==> src/rtl/core/wfha_pkg.sv <==
// Shared types, constants and helpers for the worst-fit heap allocator.
// Used by wfha_hdr_ram, wfha_ctrl and worst_fit_heap_allocator; depends on nothing.
package wfha_pkg;

  // Arena geometry
  localparam int ARENA_BYTES  = 4096;
  localparam int HEADER_BYTES = 10;
  localparam int OFF_W        = 12;   // byte offset inside the arena
  localparam int SIZE_W       = 13;   // payload size or arena span
  localparam int MIN_SPAN     = HEADER_BYTES + 1;

  // Request kinds
  localparam logic KIND_ALLOC = 1'b0;
  localparam logic KIND_FREE  = 1'b1;

  // Result status codes
  localparam logic [1:0] ST_DONE      = 2'd0;
  localparam logic [1:0] ST_NO_FIT    = 2'd1;
  localparam logic [1:0] ST_NOT_FOUND = 2'd2;

  // One block header as stored in the header memory
  typedef struct packed {
    logic              used;
    logic [SIZE_W-1:0] size;
  } hdr_t;

  // Header memory access from one cycle
  typedef struct packed {
    logic             we;
    logic [OFF_W-1:0] waddr;
    hdr_t             wdata;
    logic             re;
    logic [OFF_W-1:0] raddr;
  } mem_req_t;

  // Finished result of one request
  typedef struct packed {
    logic [OFF_W-1:0] address;
    logic [1:0]       status;
  } res_t;

  // Usable arena span for a written arena_size: clamped to the arena, zero when too small.
  function automatic logic [SIZE_W-1:0] span_of(input logic [SIZE_W-1:0] v);
    logic [SIZE_W-1:0] s;
    begin
      s = v;
      if (v > SIZE_W'(ARENA_BYTES)) begin
        s = SIZE_W'(ARENA_BYTES);
      end else if (v < SIZE_W'(MIN_SPAN)) begin
        s = '0;
      end
      return s;
    end
  endfunction

endpackage

==> src/rtl/core/wfha_ctrl.sv <==
// Request sequencer: walks block headers one memory read per cycle, then
// splits, marks or merges blocks by read-modify-write. Depends on wfha_pkg.
module wfha_ctrl (
  input  logic                            clk,
  input  logic                            rst_n,
  input  logic [wfha_pkg::SIZE_W-1:0]     span,
  input  logic                            in_valid,
  output logic                            in_ready,
  input  logic                            in_kind,
  input  logic [wfha_pkg::SIZE_W-1:0]     in_request_size,
  input  logic [wfha_pkg::OFF_W-1:0]      in_free_address,
  output wfha_pkg::mem_req_t              mem_req,
  input  wfha_pkg::hdr_t                  rd_hdr,
  output logic                            res_valid,
  input  logic                            res_ready,
  output wfha_pkg::res_t                  res
);

  localparam logic [2:0] S_IDLE   = 3'd0;
  localparam logic [2:0] S_WALK   = 3'd1;
  localparam logic [2:0] S_ADEC   = 3'd2;
  localparam logic [2:0] S_AMARK  = 3'd3;
  localparam logic [2:0] S_FNXT   = 3'd4;
  localparam logic [2:0] S_FPRV   = 3'd5;
  localparam logic [2:0] S_FIN    = 3'd6;

  localparam logic [wfha_pkg::SIZE_W-1:0] HB13 = wfha_pkg::SIZE_W'(wfha_pkg::HEADER_BYTES);
  localparam logic [wfha_pkg::OFF_W-1:0]  HB12 = wfha_pkg::OFF_W'(wfha_pkg::HEADER_BYTES);
  localparam logic [13:0]                 HB14 = 14'(wfha_pkg::HEADER_BYTES);

  logic [2:0]                    st_r, st_nxt;
  logic                          kind_r, kind_nxt;
  logic [wfha_pkg::SIZE_W-1:0]   req_r, req_nxt;
  logic [wfha_pkg::OFF_W-1:0]    tgt_r, tgt_nxt;
  logic [wfha_pkg::OFF_W-1:0]    walk_r, walk_nxt;
  logic                          found_r, found_nxt;
  logic [wfha_pkg::OFF_W-1:0]    best_off_r, best_off_nxt;
  logic [wfha_pkg::SIZE_W-1:0]   best_size_r, best_size_nxt;
  logic                          have_prev_r, have_prev_nxt;
  logic [wfha_pkg::OFF_W-1:0]    prev_off_r, prev_off_nxt;
  wfha_pkg::hdr_t                prev_hdr_r, prev_hdr_nxt;
  logic [wfha_pkg::SIZE_W-1:0]   cur_size_r, cur_size_nxt;
  wfha_pkg::res_t                res_r, res_nxt;

  // Walk arithmetic on the header read in this cycle
  logic [13:0]                   next_off;
  logic                          at_end;
  logic                          is_target;
  logic                          take_best;
  logic                          split;
  logic                          fits;
  logic [wfha_pkg::SIZE_W-1:0]   merged_size;

  assign next_off  = 14'(walk_r) + HB14 + 14'(rd_hdr.size);
  assign at_end    = next_off >= {1'b0, span};
  assign is_target = rd_hdr.used && ((14'(walk_r) + HB14) == 14'(tgt_r));
  assign take_best = !rd_hdr.used && (!found_r || (rd_hdr.size > best_size_r));
  assign split     = {1'b0, best_size_r} > ({1'b0, req_r} + HB14);
  assign fits      = best_size_r >= req_r;
  assign merged_size = rd_hdr.used ? cur_size_r : (cur_size_r + HB13 + rd_hdr.size);

  assign in_ready  = (st_r == S_IDLE);
  assign res_valid = (st_r == S_FIN);
  assign res       = res_r;

  // Next-state and memory access decode
  always_comb begin
    st_nxt        = st_r;
    kind_nxt      = kind_r;
    req_nxt       = req_r;
    tgt_nxt       = tgt_r;
    walk_nxt      = walk_r;
    found_nxt     = found_r;
    best_off_nxt  = best_off_r;
    best_size_nxt = best_size_r;
    have_prev_nxt = have_prev_r;
    prev_off_nxt  = prev_off_r;
    prev_hdr_nxt  = prev_hdr_r;
    cur_size_nxt  = cur_size_r;
    res_nxt       = res_r;
    mem_req       = '0;

    unique case (st_r)
      S_IDLE: begin
        if (in_valid) begin
          kind_nxt      = in_kind;
          req_nxt       = in_request_size;
          tgt_nxt       = in_free_address;
          walk_nxt      = '0;
          found_nxt     = 1'b0;
          best_off_nxt  = '0;
          best_size_nxt = '0;
          have_prev_nxt = 1'b0;
          prev_off_nxt  = '0;
          if (span == '0) begin
            // Empty arena answers at once.
            res_nxt.address = '0;
            res_nxt.status  = (in_kind == wfha_pkg::KIND_ALLOC) ?
                              wfha_pkg::ST_NO_FIT : wfha_pkg::ST_NOT_FOUND;
            st_nxt = S_FIN;
          end else begin
            mem_req.re    = 1'b1;
            mem_req.raddr = '0;
            st_nxt        = S_WALK;
          end
        end
      end

      S_WALK: begin
        if (kind_r == wfha_pkg::KIND_ALLOC) begin
          // Track the earliest largest free block.
          if (take_best) begin
            found_nxt     = 1'b1;
            best_size_nxt = rd_hdr.size;
            best_off_nxt  = walk_r;
          end
          if (at_end) begin
            st_nxt = S_ADEC;
          end else begin
            mem_req.re    = 1'b1;
            mem_req.raddr = next_off[wfha_pkg::OFF_W-1:0];
            walk_nxt      = next_off[wfha_pkg::OFF_W-1:0];
          end
        end else if (is_target) begin
          cur_size_nxt = rd_hdr.size;
          if (!at_end) begin
            // Fetch the next neighbor to see if it can be merged.
            mem_req.re    = 1'b1;
            mem_req.raddr = next_off[wfha_pkg::OFF_W-1:0];
            st_nxt        = S_FNXT;
          end else begin
            mem_req.we          = 1'b1;
            mem_req.waddr       = walk_r;
            mem_req.wdata.used  = 1'b0;
            mem_req.wdata.size  = rd_hdr.size;
            res_nxt.address     = '0;
            res_nxt.status      = wfha_pkg::ST_DONE;
            st_nxt = (have_prev_r && !prev_hdr_r.used) ? S_FPRV : S_FIN;
          end
        end else if (at_end) begin
          res_nxt.address = '0;
          res_nxt.status  = wfha_pkg::ST_NOT_FOUND;
          st_nxt          = S_FIN;
        end else begin
          have_prev_nxt = 1'b1;
          prev_off_nxt  = walk_r;
          prev_hdr_nxt  = rd_hdr;
          mem_req.re    = 1'b1;
          mem_req.raddr = next_off[wfha_pkg::OFF_W-1:0];
          walk_nxt      = next_off[wfha_pkg::OFF_W-1:0];
        end
      end

      S_ADEC: begin
        res_nxt.address = '0;
        res_nxt.status  = wfha_pkg::ST_NO_FIT;
        if (!found_r) begin
          st_nxt = S_FIN;
        end else if (split) begin
          // Carve the remainder off as a new free block after the grant.
          mem_req.we         = 1'b1;
          mem_req.waddr      = best_off_r + HB12 + req_r[wfha_pkg::OFF_W-1:0];
          mem_req.wdata.used = 1'b0;
          mem_req.wdata.size = best_size_r - HB13 - req_r;
          st_nxt             = S_AMARK;
        end else if (fits) begin
          mem_req.we         = 1'b1;
          mem_req.waddr      = best_off_r;
          mem_req.wdata.used = 1'b1;
          mem_req.wdata.size = best_size_r;
          res_nxt.address    = best_off_r + HB12;
          res_nxt.status     = wfha_pkg::ST_DONE;
          st_nxt             = S_FIN;
        end else begin
          st_nxt = S_FIN;
        end
      end

      S_AMARK: begin
        mem_req.we         = 1'b1;
        mem_req.waddr      = best_off_r;
        mem_req.wdata.used = 1'b1;
        mem_req.wdata.size = req_r;
        res_nxt.address    = best_off_r + HB12;
        res_nxt.status     = wfha_pkg::ST_DONE;
        st_nxt             = S_FIN;
      end

      S_FNXT: begin
        // Absorb a free next neighbor and release the block.
        mem_req.we         = 1'b1;
        mem_req.waddr      = walk_r;
        mem_req.wdata.used = 1'b0;
        mem_req.wdata.size = merged_size;
        cur_size_nxt       = merged_size;
        res_nxt.address    = '0;
        res_nxt.status     = wfha_pkg::ST_DONE;
        st_nxt = (have_prev_r && !prev_hdr_r.used) ? S_FPRV : S_FIN;
      end

      S_FPRV: begin
        // The free previous neighbor absorbs the released block.
        mem_req.we         = 1'b1;
        mem_req.waddr      = prev_off_r;
        mem_req.wdata.used = 1'b0;
        mem_req.wdata.size = prev_hdr_r.size + HB13 + cur_size_r;
        st_nxt             = S_FIN;
      end

      S_FIN: begin
        if (res_ready) begin
          st_nxt = S_IDLE;
        end
      end

      default: begin
        st_nxt = S_IDLE;
      end
    endcase
  end

  // Control state
  always_ff @(posedge clk) begin
    if (!rst_n) begin
      st_r <= S_IDLE;
    end else begin
      st_r <= st_nxt;
    end
  end

  // Walk and result registers
  always_ff @(posedge clk) begin
    kind_r      <= kind_nxt;
    req_r       <= req_nxt;
    tgt_r       <= tgt_nxt;
    walk_r      <= walk_nxt;
    found_r     <= found_nxt;
    best_off_r  <= best_off_nxt;
    best_size_r <= best_size_nxt;
    have_prev_r <= have_prev_nxt;
    prev_off_r  <= prev_off_nxt;
    prev_hdr_r  <= prev_hdr_nxt;
    cur_size_r  <= cur_size_nxt;
    res_r       <= res_nxt;
  end

endmodule

==> config.mk <==
export PLATFORM = sky130hd
export DESIGN_NAME = wfha_ctrl
export DESIGN_NICKNAME = d
export VERILOG_FILES = /design/src/rtl/core/wfha_pkg.sv /design/src/rtl/core/wfha_ctrl.sv
export SDC_FILE = /design/constraint.sdc
export NUM_CORES = 1
export LEC_CHECK = 0
export ABC_AREA = 0
export BUFFER_PORTS_ARGS = -buffer_cell sky130_fd_sc_hd__buf_2
export CAP_MARGIN = 20
export CORE_ASPECT_RATIO = 1.1
export CORE_MARGIN = 1.5
export CORE_UTILIZATION = 55
export DETAILED_ROUTE_END_ITERATION = 7
export PLACE_DENSITY = 0.72
export SLEW_MARGIN = 0
export SYNTH_ARGS = -nofsm -noshare
export SYNTH_HDL_FRONTEND = slang
export SYNTH_SLANG_ARGS = --single-unit
==> constraint.sdc <==
create_clock -name clk -period 17.2 [get_ports clk]
set_clock_uncertainty 0.1 [all_clocks]
set_input_delay 1.72 -clock clk [delete_from_list [all_inputs] [get_ports clk]]
set_output_delay 1.72 -clock clk [all_outputs]
set_load 0.005 [all_outputs]
# Yosys cells after proc, flatten, opt, wreduce, memory -nomap -nowiden
# Cells that the tools add are included.
# Widths: inputs -> output; s select.
[totals] reg_bits=121 input_bits=57 output_inout_bits=56 wordCells=135
[classes] add_sub_neg=11 magnitude_cmp=4 eq_ne=20 muxes=62 bitwise=2 reduce_logical=21
[op_table] operator="$mux 27" count=6
[op_table] operator="$pmux 27 s5" count=1
[op_table] operator="$mux 14" count=9
[op_table] operator="$mux 13" count=9
[op_table] operator="$mux 12" count=9
[op_table] operator="$pmux 13 s2" count=3
[op_table] operator="$pmux 12 s2" count=3
[op_table] operator="$pmux 14 s5" count=1
[op_table] operator="$mux 3" count=9
[op_table] operator="$add 13x13->13" count=2
[op_table] operator="$add 13x4->13 const B" count=2
[op_table] operator="$pmux 3 s6" count=1
[op_table] operator="$ne 2x2->1 const B" count=8
[op_table] operator="$add 13x4->14 const B" count=1
[op_table] operator="$add 14x13->14" count=1
[op_table] operator="$ge 14x13->1" count=1
[op_table] operator="$gt 13x14->1" count=1
[op_table] operator="$add 12x4->13 const B" count=1
[op_table] operator="$eq 13x12->1" count=1
[op_table] operator="$ge 13x13->1" count=1
[op_table] operator="$gt 13x13->1" count=1
[op_table] operator="$logic_not 13->1" count=1
[op_table] operator="$sub 13x13->13" count=1
[op_table] operator="$sub 13x4->13 const B" count=1
[op_table] operator="22 further kinds" count=46

# Logic depth before layout (Yosys ltp)
[logic_depth] ltp_word=7 depth_mapped=22 mapped_depth_nobuf=20

# Worst setup path before layout
# No wires, ideal clock.
[synth_path] path_type="input to output" startpoint="input rd_hdr[0] (netlist name)" endpoint="output mem_req[39] (netlist name)" arrival_ns=5.248 t_required_ns=15.380 slack_ns=10.132 stages=18 cell_sequence="ha_1 > inv_1 > fa_1 > nor2b_1 > o21ai_0 > a21boi_0 > o211ai_1 > a21oi_1 > or4_1 > and2_1 > ha_1 > nand3_1 > nor2_1 > nor4_1 > nand2_1 > o31ai_1 > nor2_2 > or4_1"
[synth_lines] item="start, declared" line_no="wfha_ctrl.sv:13" rtl="input wfha_pkg::hdr_t rd_hdr,"
[synth_lines] item="end, declared" line_no="wfha_ctrl.sv:12" rtl="output wfha_pkg::mem_req_t mem_req,"

==> out/results.ini <==
[status]
outcome = complete, no violations

[critical_path]
cp-start-kind = input pin
worst_setup_path_end_kind = output pin
arrival_ps = 6460
worstReg2RegEnd = prev_hdr_r[9]
ff2ff_path_depth = 19
r2r-start = walk_r[1]
crit_type = input pin to output pin
worstPathRequired_ps = 15380
reg2reg_slack_ps = 11170
cp_max_fo = 10
startpoint = rd_hdr[0]

[placed_design]
port_buffers = 112
globalplace.congestion = 0.945
placed_cell_area_um2 = 11400
dp_slack_ps = 9000
dp_hpwl_um = 23900

[floorplan]
row_count = 53
coreArea_um2 = 19000
io_pins = 113
die_area_um2 = 20100
start_util_pct = 55.8
die_w_um = 135
die_y_um = 149

[routing]
drt_wl_total_um = 31000
wl_per_cell_um = 20.6
drc_errors = 0
drt_iter0_markers = 816
vias = 9376
dr.pass1.iters = 5
routed_via_density = 6.24
drtAntennaViolNets = 0

[power_and_ir_drop]
p_per_area_nw_per_um2 = 209
power_mw = 2.52
max-vdd-ir-drop_uv = 133
leakage_nw = 5.42

[sta]
rsz0062_at_grt = no
setup_viol = 0
finalCritPeriodShare_pct = 48.2
worstMarginPinSlew_ps = 975
fmax_mhz = 121
hold_viol_final = 0
worst_slack_ps = 8920
finalCriticalPeriod_ps = 8280
maxSlewViolCount = 0
tns_ps = 0
maxSlewHeadroom_pct = 34.7

[clocking]
htreeDepth = 4
clk_latency_ps = 430
cts_buffers = 17
cts_sinks = 121
clk_pin_slew_ps = 60
cts_root_buf = clkbuf_16
cts_setup_buffers = 0
cts_tree = done
cts_buffer_depth = 2
cts_resized = 0
hold_buffers = 0

[synthesis]
synth_area_leaders = edfxtp_1 33%, ha_1 17%, xnor2_1 4.1%, inv_1 3.8%, nor2_1 3.3%
synth_top_cell_by_area = edfxtp_1
synth_area_um2 = 10600
synthCells = 1131
syn_nets = 1340
synth_top_area_share_pct = 33.5
ys.warnings.count = 0
ys_ff_latch = 121
synthTopCellsByCount = 145 x ha_1, 118 x edfxtp_1, 107 x inv_1, 92 x nor2_1, 71 x nand2_1
synth_seq_area_share_pct = 34.0
synth-edff-count = 118
ys_types = 73
synth.most_common_cell = ha_1
avgSynthCellArea_um2 = 9.36
synth-main-ff-cell = edfxtp_1
async_flop_share_pct = 0

[global_route]
grt_max_degree = 40
antenna_found_initial = 0
grt_pass1_vias = 8827
grt_pass1_wl_um = 47500
grt_overflow_total = 0
grt_use_total_pct = 31.4

[cells_and_area]
drive_gt1_share_pct = 14.0
seq_area_um2 = 3600
syn2layout_area_growth_pct = 13.6
antenna_cells = 0
final.fill_count = 1650
design_area_um2 = 12000
multi_input_area_um2 = 6430
nNetsFinal = 1451

[hold_path]
hold_path_class = flip-flop to flip-flop
hp-start = cur_size_r[9]
whs_path_depth = 2
holdPathEnd = cur_size_r[9]

[run]
cap_violations = 0

-- cells by family after synthesis --
kind of cell             synth area share, %
AND/OR/NAND/NOR                         15.3
AO/OA/AOI/OAI                           19.2
adder cells (fa/ha/maj)                 18.5
buffers and inverters                   5.22
flip-flops                              34.0
XOR/XNOR                                7.17
multiplexers                           0.567
-- stage by stage --
stage / util [%] / std cells / hold WS, ps
2_1_floorplan: - / 1131 / 488
3_3_place_gp: 60.3 / 1470 / 601
3_5_place_dp: 60.3 / 1470 / 606
4_1_cts: 63.4 / 1502 / 621
5_1_grt: 63.4 / 1502 / 655
6_report: 63.4 / 1502 / 608
-- layer usage --
metal | wire length [um] | part of all wire, % | global-route usage, %
met4 | 1540 | 5.0 | 16.6
met5 | 0 | 0 | 0
met3 | 2160 | 7.0 | 5.15
met1 | 12600 | 41 | 39.7
met2 | 14600 | 47 | 51.6
-- state kept, by name, indices dropped and copies added (netlist names) --
| name | cells |
|---|---|
| prev_off_r | 12 |
| prev_hdr_r | 14 |
| req_r | 13 |
| have_prev_r | 1 |
| found_r | 1 |
| kind_r | 1 |
| walk_r | 12 |
| tgt_r | 12 |
| res | 14 |
| st_r | 3 |
| best_off_r | 12 |
| best_size_r | 13 |
| cur_size_r | 13 |
-- power by group --
part           switching (mW)  leakage, nW  internal (mW)  total (mW)
combinational           0.911         3.97          0.621        1.53
sequential              0.131         1.16          0.485       0.616
clock                   0.161        0.291          0.208       0.369
total                    1.20         5.42           1.31        2.52
-- critical path, cell delays in order --
cell and delay (ps):
buf_2 140, ha_1 210, inv_1 70, fa_1 200, nor2b_1 60, o21ai_0 200
a21boi_0 190, o211ai_1 200, a21oi_1 120, or4_1 490, and2_1 190, ha_1 270
nand3_1 80, nor2_1 140, o211ai_1 100, o21ai_0 390, nor3_1 240, nor2_1 530
nand2_1 430, o21ai_0 320, buf_2 150
-- placed cells by master, fill, tap and decap left out, types with 12 or more instances in the layout --
cell       instances
xnor2_1           49
a21o_1            28
o21ai_0           59
nor2_1            92
nor3_1            31
a211oi_1          13
and2_1            12
clkbuf_16         17
inv_1            107
nand3_1           34
and3_1            21
nor2b_1           20
nand2_1           71
a22oi_1           19
edfxtp_1         118
buf_2            112
ha_1             145
o21a_1            15
xor2_1            30
a21oi_1           56
nand4_1           14
buf_4             16
-- cell type report --
class                      instances  share of cell area, %
tap                              247                   2.57
clock inverter                    15                   1.46
inverter                         107                   3.34
sequential                       121                   30.0
clock buffer                      17                   3.54
timing repair buffer             128                   5.66
multi-input combinational        867                   53.5
-- worst max-delay path by stage --
stage	end	slack, ps
after global routing	mem_req[18]	8500
after global placement	mem_req[17]	9190
after floorplan	mem_req[39]	10130
after CTS	mem_req[20]	9000
final	mem_req[20]	8920
after detailed placement	mem_req[20]	9000
Note: power is estimated with default switching activity, not from simulation.
